<file path="config.mk">
export PLATFORM = sky130hd
export DESIGN_NAME = x_dither_noise_perturb
export DESIGN_NICKNAME = d
export VERILOG_FILES = /design/src/design/xdnp_pkg.sv /design/src/design/xdnp_lane.sv /design/src/design/x_dither_noise_perturb.sv
export SDC_FILE = /design/constraint.sdc
export NUM_CORES = 1
export LEC_CHECK = 0
export BUFFER_PORTS_ARGS = -buffer_cell sky130_fd_sc_hd__clkbuf_2
export CAP_MARGIN = 10
export CORE_AREA = 5 5 262 264
export DETAILED_ROUTE_END_ITERATION = 7
export DIE_AREA = 0 0 267 269
export HOLD_SLACK_MARGIN = 0.1
export PLACE_DENSITY_LB_ADDON = 0.08
export RECOVER_POWER = 50
export SETUP_SLACK_MARGIN = 0.02
export SYNTH_ARGS = -nofsm -noshare
export SYNTH_HDL_FRONTEND = slang
export SYNTH_SLANG_ARGS = --single-unit
</file>
<file path="constraint.sdc">
create_clock -name clk -period 13.7 [get_ports clk]
set_clock_uncertainty 0.1 [all_clocks]
set_input_delay 1.37 -clock clk [delete_from_list [all_inputs] [get_ports clk]]
set_output_delay 1.37 -clock clk [all_outputs]
set_load 0.01 [all_outputs]
</file>
<file path="src/design/xdnp_pkg.sv">
`default_nettype none

package xdnp_pkg;

	// widths of the item fields
	localparam int unsigned COORD_W = 12;
	localparam int unsigned SAMPLE_W = 8;
	localparam int unsigned STRENGTH_W = 10;
	localparam int unsigned INDEX_W = 8;

	// pattern arithmetic only needs the low nine bits of every term
	localparam int unsigned PAT_W = 9;
	localparam int unsigned PAT_MOD = 1 << PAT_W;
	localparam int unsigned PAT_X_STEP = 29;
	localparam int unsigned PAT_Y_MUL = 149;
	localparam int unsigned PAT_MUL = 1234 % PAT_MOD;
	localparam int unsigned PAT_MID = PAT_MOD / 2;

	// strength is in units of 1/256, offset divides by 2048
	localparam int unsigned SCALE_SHIFT = 11;
	localparam int unsigned PROD_W = PAT_W + STRENGTH_W;
	localparam int unsigned OFFSET_W = PROD_W - SCALE_SHIFT;

	localparam logic [STRENGTH_W-1:0] STRENGTH_RESET = STRENGTH_W'(26);

	// configuration register indexes
	localparam int unsigned CFG_IDX_W = 2;
	typedef enum logic [CFG_IDX_W-1:0] {
		REG_STRENGTH = 2'd0,
		REG_KEY_EN   = 2'd1,
		REG_KEY_IDX  = 2'd2
	} cfg_reg_t;

endpackage

`default_nettype wire

</file>
<file path="src/design/xdnp_lane.sv">
`default_nettype none

module xdnp_lane import xdnp_pkg::*; #(
	parameter int unsigned LANE = 0
) (
	input  wire logic                  clk,
	input  wire logic [COORD_W-1:0]    column,
	input  wire logic [COORD_W-1:0]    row,
	input  wire logic [SAMPLE_W-1:0]   sample,
	input  wire logic [STRENGTH_W-1:0] strength,
	output logic      [SAMPLE_W-1:0]   result
);

	localparam logic [PAT_W-1:0] X_OFS = PAT_W'((PAT_X_STEP * LANE) % PAT_MOD);
	localparam logic [PAT_W-1:0] Y_MUL = PAT_W'(PAT_Y_MUL);
	localparam logic [PAT_W-1:0] N_MUL = PAT_W'(PAT_MUL);
	localparam logic [PAT_W-1:0] MID = PAT_W'(PAT_MID);

	logic [PAT_W-1:0]    pat_s1;
	logic [SAMPLE_W-1:0] sample_s1;
	logic [PAT_W-1:0]    mag_s2;
	logic                neg_s2;
	logic [SAMPLE_W-1:0] sample_s2;
	logic [OFFSET_W-1:0] ofs_s3;
	logic                neg_s3;
	logic [SAMPLE_W-1:0] sample_s3;

	logic [PAT_W-1:0]    x_term;
	logic [PAT_W-1:0]    y_term;
	logic [PAT_W-1:0]    n_val;
	logic [PROD_W-1:0]   prod;
	logic [SAMPLE_W:0]   sum;

	// stage 1: column and row terms, mod 512
	assign x_term = column[PAT_W-1:0] + X_OFS;
	assign y_term = PAT_W'(row[PAT_W-1:0] * Y_MUL);

	always_ff @(posedge clk) begin
		pat_s1    <= x_term ^ y_term;
		sample_s1 <= sample;
	end

	// stage 2: pattern value and its distance from the midpoint
	assign n_val = PAT_W'(pat_s1 * N_MUL);

	always_ff @(posedge clk) begin
		neg_s2    <= (n_val < MID);
		mag_s2    <= (n_val < MID) ? (MID - n_val) : (n_val - MID);
		sample_s2 <= sample_s1;
	end

	// stage 3: scale magnitude by strength, drop the fraction
	assign prod = PROD_W'(mag_s2) * PROD_W'(strength);

	always_ff @(posedge clk) begin
		ofs_s3    <= prod[PROD_W-1:SCALE_SHIFT];
		neg_s3    <= neg_s2;
		sample_s3 <= sample_s2;
	end

	// apply signed offset and clamp to the sample range
	always_comb begin
		if (neg_s3) begin
			sum = {1'b0, sample_s3} - (SAMPLE_W+1)'(ofs_s3);
			result = (sample_s3 < SAMPLE_W'(ofs_s3)) ? '0 : sum[SAMPLE_W-1:0];
		end else begin
			sum = {1'b0, sample_s3} + (SAMPLE_W+1)'(ofs_s3);
			result = sum[SAMPLE_W] ? '1 : sum[SAMPLE_W-1:0];
		end
	end

endmodule

`default_nettype wire

</file>
<file path="src/design/x_dither_noise_perturb.sv">
`default_nettype none

// pattern noise perturbation for the x-dither quantizer
// input: one pixel per start pulse (column, band row, four samples, mask bit);
// the block never holds off a pixel, so busy stays low and a pixel may be
// given on every clock
// output: each pixel produces one result after the lane stages and the output register,
// marked by a one-cycle done strobe; results come out in input order
// throughput: one pixel per clock, set by the four-stage pipeline
// (pattern xor, pattern multiply, strength multiply, add and clamp)
// the receiver cannot stall: a result is there for the done cycle only
// configuration: cfg_valid/cfg_ready write channel, always ready; index 0
// strength, 1 key enable, 2 key index, other indexes ignored; write only
// while no pixel is in flight
// reset: clears the pipeline valid bits and restores strength 26, keying off
// channels at or above CHANNELS read as zero; a keyed transparent pixel
// gives all-zero samples with forced set and the key index

module x_dither_noise_perturb import xdnp_pkg::*; #(
	parameter int unsigned CHANNELS = 3
) (
	input  wire logic                 clk,
	input  wire logic                 arst_n,
	input  wire logic                 start,
	output logic                      busy,
	input  wire logic [COORD_W-1:0]   column,
	input  wire logic [COORD_W-1:0]   row,
	input  wire logic [SAMPLE_W-1:0]  chan_a,
	input  wire logic [SAMPLE_W-1:0]  chan_b,
	input  wire logic [SAMPLE_W-1:0]  chan_c,
	input  wire logic [SAMPLE_W-1:0]  chan_d,
	input  wire logic                 mask_bit,
	output logic                      done,
	output logic      [SAMPLE_W-1:0]  out_a,
	output logic      [SAMPLE_W-1:0]  out_b,
	output logic      [SAMPLE_W-1:0]  out_c,
	output logic      [SAMPLE_W-1:0]  out_d,
	output logic                      forced,
	output logic      [INDEX_W-1:0]   forced_index,
	input  wire logic                 cfg_valid,
	output logic                      cfg_ready,
	input  wire logic [CFG_IDX_W-1:0] cfg_index,
	input  wire logic [STRENGTH_W-1:0] cfg_data
);

	localparam int unsigned CH_USED = (CHANNELS > 4) ? 4 : ((CHANNELS < 1) ? 1 : CHANNELS);
	localparam int unsigned LANES = 4;

	logic [STRENGTH_W-1:0] strength_q;
	logic                  key_en_q;
	logic [INDEX_W-1:0]    key_idx_q;

	logic                  valid_s1, valid_s2, valid_s3;
	logic                  forced_s1, forced_s2, forced_s3;
	logic                  accept;

	logic [SAMPLE_W-1:0]   samples [LANES];
	logic [SAMPLE_W-1:0]   lane_res [LANES];
	logic [SAMPLE_W-1:0]   res_s4 [LANES];

	assign busy = 1'b0;
	assign cfg_ready = 1'b1;
	assign accept = start && !busy;

	assign samples[0] = chan_a;
	assign samples[1] = chan_b;
	assign samples[2] = chan_c;
	assign samples[3] = chan_d;

	// configuration registers
	always_ff @(posedge clk or negedge arst_n) begin
		if (!arst_n) begin
			strength_q <= STRENGTH_RESET;
			key_en_q   <= 1'b0;
			key_idx_q  <= '0;
		end else if (cfg_valid && cfg_ready) begin
			case (cfg_index)
				REG_STRENGTH: strength_q <= cfg_data;
				REG_KEY_EN:   key_en_q   <= cfg_data[0];
				REG_KEY_IDX:  key_idx_q  <= cfg_data[INDEX_W-1:0];
				default:      ;
			endcase
		end
	end

	// valid bits and key decision travel beside the lane data
	always_ff @(posedge clk or negedge arst_n) begin
		if (!arst_n) begin
			valid_s1 <= 1'b0;
			valid_s2 <= 1'b0;
			valid_s3 <= 1'b0;
			done     <= 1'b0;
		end else begin
			valid_s1 <= accept;
			valid_s2 <= valid_s1;
			valid_s3 <= valid_s2;
			done     <= valid_s3;
		end
	end

	always_ff @(posedge clk) begin
		forced_s1 <= key_en_q && mask_bit;
		forced_s2 <= forced_s1;
		forced_s3 <= forced_s2;
	end

	// one lane per used channel, unused lanes read as zero
	for (genvar c = 0; c < LANES; c++) begin : g_lane
		if (c < CH_USED) begin : g_used
			xdnp_lane #(
				.LANE(c)
			) u_lane (
				.clk      (clk),
				.column   (column),
				.row      (row),
				.sample   (samples[c]),
				.strength (strength_q),
				.result   (lane_res[c])
			);
		end else begin : g_unused
			assign lane_res[c] = '0;
		end
	end

	// output register
	always_ff @(posedge clk) begin
		for (int i = 0; i < LANES; i++) begin
			res_s4[i] <= forced_s3 ? '0 : lane_res[i];
		end
		forced       <= forced_s3;
		forced_index <= forced_s3 ? key_idx_q : '0;
	end

	assign out_a = res_s4[0];
	assign out_b = res_s4[1];
	assign out_c = res_s4[2];
	assign out_d = res_s4[3];

	// each taken pixel gives a result strobe on done
	a_latency: assert property (@(posedge clk) disable iff (!arst_n)
		accept |-> ##4 done)
		else $error("result strobe missing four cycles after a pixel");

	// a keyed pixel carries no samples
	a_forced_zero: assert property (@(posedge clk) disable iff (!arst_n)
		(done && forced) |-> (out_a == '0 && out_b == '0 && out_c == '0 && out_d == '0))
		else $error("keyed pixel has nonzero samples");

	// key index only shows on keyed pixels
	a_index_zero: assert property (@(posedge clk) disable iff (!arst_n)
		(done && !forced) |-> (forced_index == '0))
		else $error("key index on a pixel that was not keyed");

	// fourth channel is silent when not in use
	a_unused_d: assert property (@(posedge clk) disable iff (!arst_n)
		(done && (CH_USED < LANES)) |-> (out_d == '0))
		else $error("unused channel carries data");

endmodule

`default_nettype wire

</file>
After elaboration in Yosys (flattened, before gate mapping)

Memory sizes are Yosys's and may differ from the RTL's.
Index checks and enable logic that the tools add are counted.

Bits in registers: 191
Memory bits (writable): 32
Input port bits: 73
Output and inout bits: 44
Logic and storage cells: 89
Memories: 1

Memories:

| name   | depth | bits a word | read ports | clocked after memory_dff | write ports | RTL line                     | text |
|---|---|---|---|---|---|---|---|
| res_s4 | 4     | 8           | 4          | 0                        | 4           | x_dither_noise_perturb.sv:59 | `logic [SAMPLE_W-1:0] res_s4 [LANES];` |

$add $sub $neg: 14
Multiply operators: 7
Order comparisons: 6
Eq/ne operators: 2
Mux-type cells: 15
Bitwise gates (word level): 3
Reduce and logical (&&, ||, !) cells: 5

Operators by type and width:

| operator                                                              | number |
|---|---|
| 8-bit 2-to-1 mux                                                      | 12 |
| 9-bit by 10-bit multiplier with 19-bit output                         | 3 |
| 8-bit by 8-bit adder with 9-bit output                                | 3 |
| 9-bit less-than comparator, second input constant                     | 3 |
| 9-bit by 7-bit multiplier with 8-bit output, second input constant    | 3 |
| 9-bit 2-to-1 mux                                                      | 3 |
| 9-bit subtractor, first input constant                                | 3 |
| 9-bit subtractor, second input constant                               | 3 |
| 9-bit bitwise XOR                                                     | 3 |
| 8-bit less-than comparator                                            | 3 |
| 8-bit subtractor                                                      | 3 |
| 9-bit by 5-bit adder with 9-bit output, second input constant         | 1 |
| 9-bit by 6-bit adder with 9-bit output, second input constant         | 1 |
| 9-bit by 8-bit multiplier with 9-bit output, second input constant    | 1 |
| 2-bit AND reduction                                                   | 3 |
| 2-bit by 1-bit equality test with 1-bit output, second input constant | 1 |
| 2-bit equality test, second input constant                            | 1 |
| 2-bit logical NOT                                                     | 1 |
| 1-bit logical AND                                                     | 1 |

Logic depth before layout (Yosys ltp)

Gate-level depths: netlist of the first run.

Depth in word-level cells: 4
Mapped depth: 17
Mapped depth without buffers: 16

Cells and area by module

From an unflattened synthesis of the first run, not the netlist that was laid out.

Cell total of the unflattened synthesis: 1691
Area total of the unflattened synthesis: 17162.7 um^2

Modules (own cells, without submodules):

| module                               | times used | cells an instance | area an instance (um^2) | seq. area each (um^2) |
|---|---|---|---|---|
| xdnp_lane at g_lane[2].g_used.u_lane | 1          | 527               | 5188.7                  | 1001.0 |
| xdnp_lane at g_lane[1].g_used.u_lane | 1          | 527               | 5127.4                  | 1001.0 |
| xdnp_lane at g_lane[0].g_used.u_lane | 1          | 507               | 4989.8                  | 1001.0 |
| x_dither_noise_perturb               | 1          | 130               | 1856.8                  | 1300.0 |

Worst setup path before layout of the first run

OpenSTA, ideal clock, no wires.

Path type: register to register
From: register strength_q[4]
To: register g_lane[2].g_used.u_lane.ofs_s3[7]
Library setup time: 135 ps
Arrival: 4222 ps
Required time: 13465 ps
Setup slack: 9243 ps
Cell stages (with the launch flop): 15
Buffers on the path: 1
Clock period less this slack: 4457 ps
Path through: dfstp_2 > clkbuf_1 > nand2_1 > fa_1 > fa_1 > inv_1 > fa_1 > fa_1 > ha_1 > a21o_1 > a2111o_1 > a21oi_2 > nor4_1 > nor3_1 > a211oi_1

Longest elaborated chain between the ends: 1

RTL lines:

| what                                          | RTL line                     | text |
|---|---|---|
| from (decl)                                   | x_dither_noise_perturb.sv:49 | `logic [STRENGTH_W-1:0] strength_q;` |
| from (signal assigned)                        | x_dither_noise_perturb.sv:78 | `REG_STRENGTH: strength_q <= cfg_data;` |
| 9-bit by 10-bit multiplier with 19-bit output | xdnp_lane.sv:53              | `assign prod = PROD_W'(mag_s2) * PROD_W'(strength);` |
| named net g_lane[2].g_used.u_lane.prod[18]    | xdnp_lane.sv:31              | `logic [PROD_W-1:0] prod;` |
| to (signal assigned)                          | xdnp_lane.sv:56              | `ofs_s3 <= prod[PROD_W-1:SCALE_SHIFT];` |
| to (decl)                                     | xdnp_lane.sv:24              | `logic [OFFSET_W-1:0] ofs_s3;` |

The timed path passes the listed nets, and every way through them passes these cells.
A chain may end at the register's enable or synchronous reset.

Worst setup path in the final report of the first run

Same ends and word-level chain as after synthesis.

==> results.cfg, run 1 <==
[floorplanning]
dieArea_um2 = 71800
fp.dieH_um = 269
die_w_um = 267
initial_core_util_pct = 24.6
core-area_um2 = 66300
ioPinCount = 117
std_cell_rows = 95

[synthesis]
synthSimpleGateAreaFrac_pct = 14.2
syn_avg_cell_area_um2 = 9.94
synthAdderAreaFrac_pct = 36.0
synth_top_area_cell = dfxtp_1
synth_compound_area_share_pct = 8.99
synthFlopType = dfxtp_1
ys_seq_area_share_pct = 26.1
yosys.cell_types.count = 78
synth_top_area_share_pct = 22.5
synthTopCellsByCount = 252 x inv_1, 227 x ha_1, 184 x dfxtp_1, 183 x and2_1, 152 x fa_1
ys_ff_latch = 207
syn_inst = 1645
ys_async_sr_fraction_pct = 11.1
yosys_warnings = 0
synth_most_common_cell = inv_1
syn_area_um2 = 16300
synthMuxAreaShare_pct = 1.71
synth_edf_count = 0
synthXorXnorAreaFrac_pct = 5.50
synth_top_family_by_area = adder cells
yosys-top-cells-area = dfxtp_1 23%, fa_1 19%, ha_1 17%

[layout]
fin_nets = 2180
diodes = 0
area.growth.synth_to_final_pct = 14.5
layout-drive-gt1-share_pct = 11.0

[critical_path]
rrSetupSlack_ns = 8.54
criticalPathCategory = flop to flop
start_kind = flop
arrival_ns = 5.48
worstPathRequired_ns = 14.03
worst-r2r-cell-count = 13
timing.rr.start = strength_q[4]
worstPathMaxFanout = 24
critPathCaptureType = flop
r2r-end = g_lane[2].g_used.u_lane.ofs_s3[7]

[grt]
grt_overflow = 0
grt_max_degree = 34
antenna_found_initial = 0
track_usage_pct = 10.9
grt_pass1_vias = 11700
grt_pass1_wl_mm = 63.4

[clock_tree]
cts_tree = yes
post_cts_resize_count = 0
htreeDepth = 1
cts.clk_slew.worst_paths_ns = 0.05
numCtsBuffers = 29
root_buffer = clkbuf_16
cts.sinks = 207
post_cts_buffers = 0
hold_buffers = 0
clk_latency_ns = 0.59
clockBufferDepth = 3

[sta]
period_share_pct = 37.6
setup_viol = 0
finalHoldViolCount = 0
rsz0062_at_grt = no
tightest_slew_ns = 1.82
report.final.slew_viol_count = 34
final.setup.tns_ns = 0
max_freq_ghz = 0.194
slew_headroom_pct = -21.5
fin_crit_ns = 5.16

[outcome]
violations = capacitance limit, slew limit
outcome = finished, violations left

[place]
place_congestion = 0.759
port_buffers = 90
dpl.hpwl_mm = 29.5

[run]
cap_violations = 1

[detailed_routing]
antenna_left = 0
route.detailed.drc = 0
wl_mm = 38.3
num_vias = 11000
via_per_inst = 4.18
wl_per_cell_um = 14.6
drt_iter0_drc = 321
firstDrtPassIters = 4

[worst_hold_path]
hold_class = flop to flop
hold_path_end = g_lane[1].g_used.u_lane.sample_s3[2]
holdCritStartpoint = g_lane[1].g_used.u_lane.sample_s2[2]
whs_path_depth = 0
## area by class of cell
type	count	area, um^2
clock buffers	37	816
clock inverters	16	195
fillers	7084	47600
inverters	254	953
multi-input cells	1137	10900
flip-flops and latches	207	4260
well taps	873	1090
repair buffers	99	505
## cells by family (layout without fill, tap and decap cells)
family,after synthesis,in the layout
and+or+nand+nor,416,416
adders and majority gates,379,379
buffers and inverters,309,406
AOI/OAI and AO/OA,207,207
DFF,207,207
xor gates and xnor gates,100,100
muxes,25,25
other,2,10
## registers in the layout (all words and copies together), names as in the netlist, 3 cells and up
| register | flops |
|---|---|
| key_idx_q | 8 |
| g_lane.g_used.u_lane.pat_s1 | 23 |
| res_s4 | 24 |
| g_lane.g_used.u_lane.sample_s3 | 24 |
| g_lane.g_used.u_lane.neg_s2 | 3 |
| forced_index | 8 |
| g_lane.g_used.u_lane.neg_s3 | 3 |
| g_lane.g_used.u_lane.ofs_s3 | 24 |
| g_lane.g_used.u_lane.sample_s2 | 24 |
| strength_q | 10 |
| g_lane.g_used.u_lane.mag_s2 | 23 |
| g_lane.g_used.u_lane.sample_s1 | 24 |
## through the flow
step | worst slack (ns) | cells | hold slack (ns) | instance area, um^2 | utilization (%)
after floorplan | 9.24 | 1653 | 0.210 | 16400 | -
after global placement | 8.54 | 2570 | 0.211 | 17700 | 26.7
after detailed placement | 8.55 | 2570 | 0.212 | 17700 | 26.7
after CTS | 8.50 | 2623 | 0.220 | 18700 | 28.2
after global routing | 8.28 | 2623 | 0.228 | 18700 | 28.2
final | 8.54 | 2623 | 0.211 | 18700 | 28.2
## cells in the final DEF, fill, tap and decap left out, types with 46 or more instances in the layout
cell / synthesis / layout
xnor2_1: 64 / 64
clkbuf_2: 0 / 83
fa_1: 152 / 152
nor2_1: 46 / 46
dfxtp_1: 184 / 184
inv_1: 252 / 252
and2_1: 183 / 178
a21oi_1: 69 / 69
nand2_1: 78 / 78
ha_1: 227 / 227
## critical path, cell delays in order, from the launching register on
cell      delay [ns]
dfstp_2         0.89
nand2_1         0.15
fa_1            0.52
fa_1            0.55
inv_1           0.05
fa_1            0.50
fa_1            0.43
ha_1            0.30
a21o_1          0.18
a2111o_1        0.42
a21oi_2         0.30
nor4_1          0.12
nor3_1          0.33
a211oi_1        0.14
## routing by layer
layer	up-vias	global-route usage (%)	part of all wire, %
met1	5318	14.7	48
met3	43	1.64	3.5
met4	0	2.46	1.8
met5	-	0	0
li1	5496	-	-
met2	117	18.4	47
## worst max-delay path by stage
| stage | end | slack [ns] | start | cells past startpoint |
|---|---|---|---|---|
| 3_5_place_dp | g_lane[2].g_used.u_lane.ofs_s3[7] | 8.55 | strength_q[4] | 13 |
| 6_report | g_lane[2].g_used.u_lane.ofs_s3[7] | 8.54 | strength_q[4] | 13 |
| 5_1_grt | g_lane[2].g_used.u_lane.ofs_s3[7] | 8.28 | strength_q[4] | 13 |
| 3_3_place_gp | g_lane[0].g_used.u_lane.ofs_s3[7] | 8.54 | strength_q[1] | 12 |
| 4_1_cts | g_lane[2].g_used.u_lane.ofs_s3[7] | 8.50 | strength_q[4] | 13 |
| 2_1_floorplan | g_lane[2].g_used.u_lane.ofs_s3[7] | 9.24 | strength_q[4] | 14 |
Power of run 1 is not shown: default switching activity piles up to over one toggle a cycle in this logic, so the estimate is an artifact.
==> run 2, diff against run 1 <==
--- a/config.mk
+++ b/config.mk
@@ -5,11 +5,12 @@
 export SDC_FILE = /design/constraint.sdc
 export NUM_CORES = 1
 export LEC_CHECK = 0
+export ABC_AREA = 1
 export BUFFER_PORTS_ARGS = -buffer_cell sky130_fd_sc_hd__clkbuf_2
 export CAP_MARGIN = 10
-export CORE_AREA = 5 5 262 264
+export CORE_AREA = 5 5 275 277
 export DETAILED_ROUTE_END_ITERATION = 7
-export DIE_AREA = 0 0 267 269
+export DIE_AREA = 0 0 280 282
 export HOLD_SLACK_MARGIN = 0.1
 export PLACE_DENSITY_LB_ADDON = 0.08
 export RECOVER_POWER = 50
==> constraint.sdc (replaced) <==
create_clock -name clk -period 4.17 [get_ports clk]
set_clock_uncertainty 0.1 [all_clocks]
set_input_delay 0.417 -clock clk [delete_from_list [all_inputs] [get_ports clk]]
set_output_delay 0.417 -clock clk [all_outputs]
set_load 0.01 [all_outputs]
==> run 2 against run 1 <==
The run now ends clean. First-iteration DRC count rose by 52%. Worst setup slack worse by 8.5 ns. Sequential share of layout area shrank 3.9 points. Die area is 9.9% higher. Via count grew 31%. Global-route usage rose by 0.93 points. Design area up 21%. Non-clock buffer count up 157. Area after synthesis increased by 9.9%. Critical endpoint is now g_lane[0].g_used.u_lane.ofs_s3[6].
==> results.cfg, run 2 <==
[floorplanning]
std_cell_rows = 99
ioPinCount = 117
initial_core_util_pct = 24.8
core-area_um2 = 72600
die_w_um = 280
dieArea_um2 = 79000
fp.dieH_um = 282

[critical_path]
arrival_ns = 4.51
rrSetupSlack_ns = 0.001
worstPathRequired_ns = 4.51
criticalPathCategory = flop to flop
critPathCaptureType = flop
start_kind = flop
worstPathMaxFanout = 6

[sta]
fin_crit_ns = 4.17
rsz0062_at_grt = yes
max_freq_ghz = 0.240
finalHoldViolCount = 0
setup_viol = 0
period_share_pct = 100
tightest_slew_ns = 1.43
report.final.slew_viol_count = 0
timing.hold.ws_ns = 0.131
slew_headroom_pct = 4.70

[detailed_routing]
wl_mm = 46.6
drt_iter0_drc = 489
antenna_left = 0
num_vias = 14400
firstDrtPassIters = 5
via_per_inst = 4.08
wl_per_cell_um = 13.2
route.detailed.drc = 0

[synthesis]
synth_edf_count = 0
synth_top_family_by_area = adder cells
syn_avg_cell_area_um2 = 7.76
synthAdderAreaFrac_pct = 32.7
syn_inst = 2317
synthSimpleGateAreaFrac_pct = 21.4
syn_area_um2 = 18000
yosys_warnings = 0
synth_most_common_cell = nand2_1
synth_top_area_cell = dfxtp_1
synthXorXnorAreaFrac_pct = 3.85
synth_compound_area_share_pct = 4.69
ys_seq_area_share_pct = 23.7
synth_top_area_share_pct = 20.5
ys_async_sr_fraction_pct = 11.1
synthFlopType = dfxtp_1
ys_ff_latch = 207
yosys.cell_types.count = 48
yosys-top-cells-area = dfxtp_1 20%, fa_1 17%, ha_1 16%
synthMuxAreaShare_pct = 0.125
synthTopCellsByCount = 573 x nand2_1, 524 x inv_1, 227 x ha_1, 184 x dfxtp_1, 152 x fa_1

[place]
port_buffers = 90
dpl.hpwl_mm = 37.5
place_congestion = 0.848
dpl_cell_area_um2 = 20200

[layout]
nFillCells = 7816
layout-drive-gt1-share_pct = 17.2
final_common_cell = nand2_1
fin_nets = 2990
area.growth.synth_to_final_pct = 25.5
diodes = 0
fin_area_um2 = 22600
mostFrequentLayoutCells = 545 x nand2_1, 505 x inv_1, 206 x ha_1, 184 x dfxtp_1, 147 x fa_1
fin_util_pct = 31.1

[grt]
grt_max_degree = 24
track_usage_pct = 11.8
grt_pass1_vias = 14800
grt_overflow = 0
grt_pass1_wl_mm = 76.7
antenna_found_initial = 0

[clock_tree]
htreeDepth = 1
cts.clk_slew.worst_paths_ns = 0.06
numCtsBuffers = 27
cts_tree = yes
clk_latency_ns = 0.57
clockBufferDepth = 3
cts.sinks = 207
root_buffer = clkbuf_16

[run]
cap_violations = 0

[worst_hold_path]
hold_class = primary input to flop

[outcome]
outcome = completed
[run 2: cell types whose count changed in the layout (fill, tap and decap cells not counted), moves of 25 or more]
cell	previous run	this run
nand2_1	78	545
inv_1	252	505
xnor2_1	64	26
buf_4	8	86
nand3_1	13	128
dlygate4sd3_1	0	47
nand2_2	0	29
inv_2	0	26
nand4_1	4	42
and2_1	178	6
a21oi_2	1	26
[run 2: kinds of logic (layout without fill, tap and decap cells)]
kind of cell | count (synthesis) | in the layout
adders and majority gates | 379 | 379
and+or+nand+nor | 892 | 892
other | 2 | 10
DFF | 207 | 207
AOI/OAI and AO/OA | 146 | 146
buffers and inverters | 610 | 843
xor gates and xnor gates | 79 | 79
muxes | 2 | 2
[run 2: routing by layer]
layer	global-route usage (%)	vias to the layer above	routed length (um)
met5	0	-	0
met4	2.31	0	712
met3	1.49	48	1410
met2	19.7	168	21300
met1	16.5	6703	23200
li1	-	7437	-
[run 2: what timing repair did]
| item | 4_1_cts | 5_1_grt |
|---|---|---|
| cloned | 1 | 0 |
| endpoints found under the hold margin | 74 | 0 |
| resized for setup | 64 | 130 |
| pin swaps | 36 | 89 |
| hold buffers | 47 | 0 |
| endpoints found under the setup margin | 24 | 24 |
| setup buffers | 7 | 11 |
[run 2: area by class of cell]
cell class              count  area, um^2  share of cell area [%]
clock buffers              36         759                    3.37
inverters                 538        2030                    8.99
flip-flops and latches    207        4260                    18.9
multi-input cells        1508       12100                    53.5
clock inverters            13         124                   0.549
repair buffers            256        2110                    9.36
well taps                 959        1200                    5.32
[run 2: metrics by stage]
step                      cells  setup TNS [ns]  setup slack [ns]
final                      3517               0           0.00127
after global routing       3517           -1.87            -0.150
after CTS                  3506               0           0.00176
after detailed placement   3402           -1.28            -0.134
after global placement     3402           -1.16            -0.106
after floorplan            2325               0            0.0456
[run 2: worst max-delay path, stage by stage, from the launching register on]
cell and delay, ns:
dfstp_2 0.54, buf_12 0.15, buf_12 0.15, nand2_4 0.05, inv_2 0.05, fa_1 0.43
fa_2 0.47, fa_1 0.56, inv_2 0.04, fa_1 0.51, inv_2 0.05, ha_4 0.23
buf_4 0.14, buf_6 0.11, nand2_4 0.08, o21ai_2 0.06, a21oi_2 0.14, nand2_1 0.06
nand2_1 0.05, nand2_1 0.05
[run 2: final timing paths]
path | from | end | cells after the start
worst max-delay path | strength_q[4] | g_lane[0].g_used.u_lane.ofs_s3[6] | 19
worst min-delay path | row[0] | g_lane[1].g_used.u_lane.pat_s1[0] | 2
worst max register to register | strength_q[4] | g_lane[0].g_used.u_lane.ofs_s3[6] | 19
worst min register to register | g_lane[0].g_used.u_lane.sample_s2[4] | g_lane[0].g_used.u_lane.sample_s3[4] | 0
max in group asynchronous | arst_n | strength_q[0] | 2
min in group asynchronous | arst_n | valid_s3 | 2
Power of run 2 is left out for the same reason.
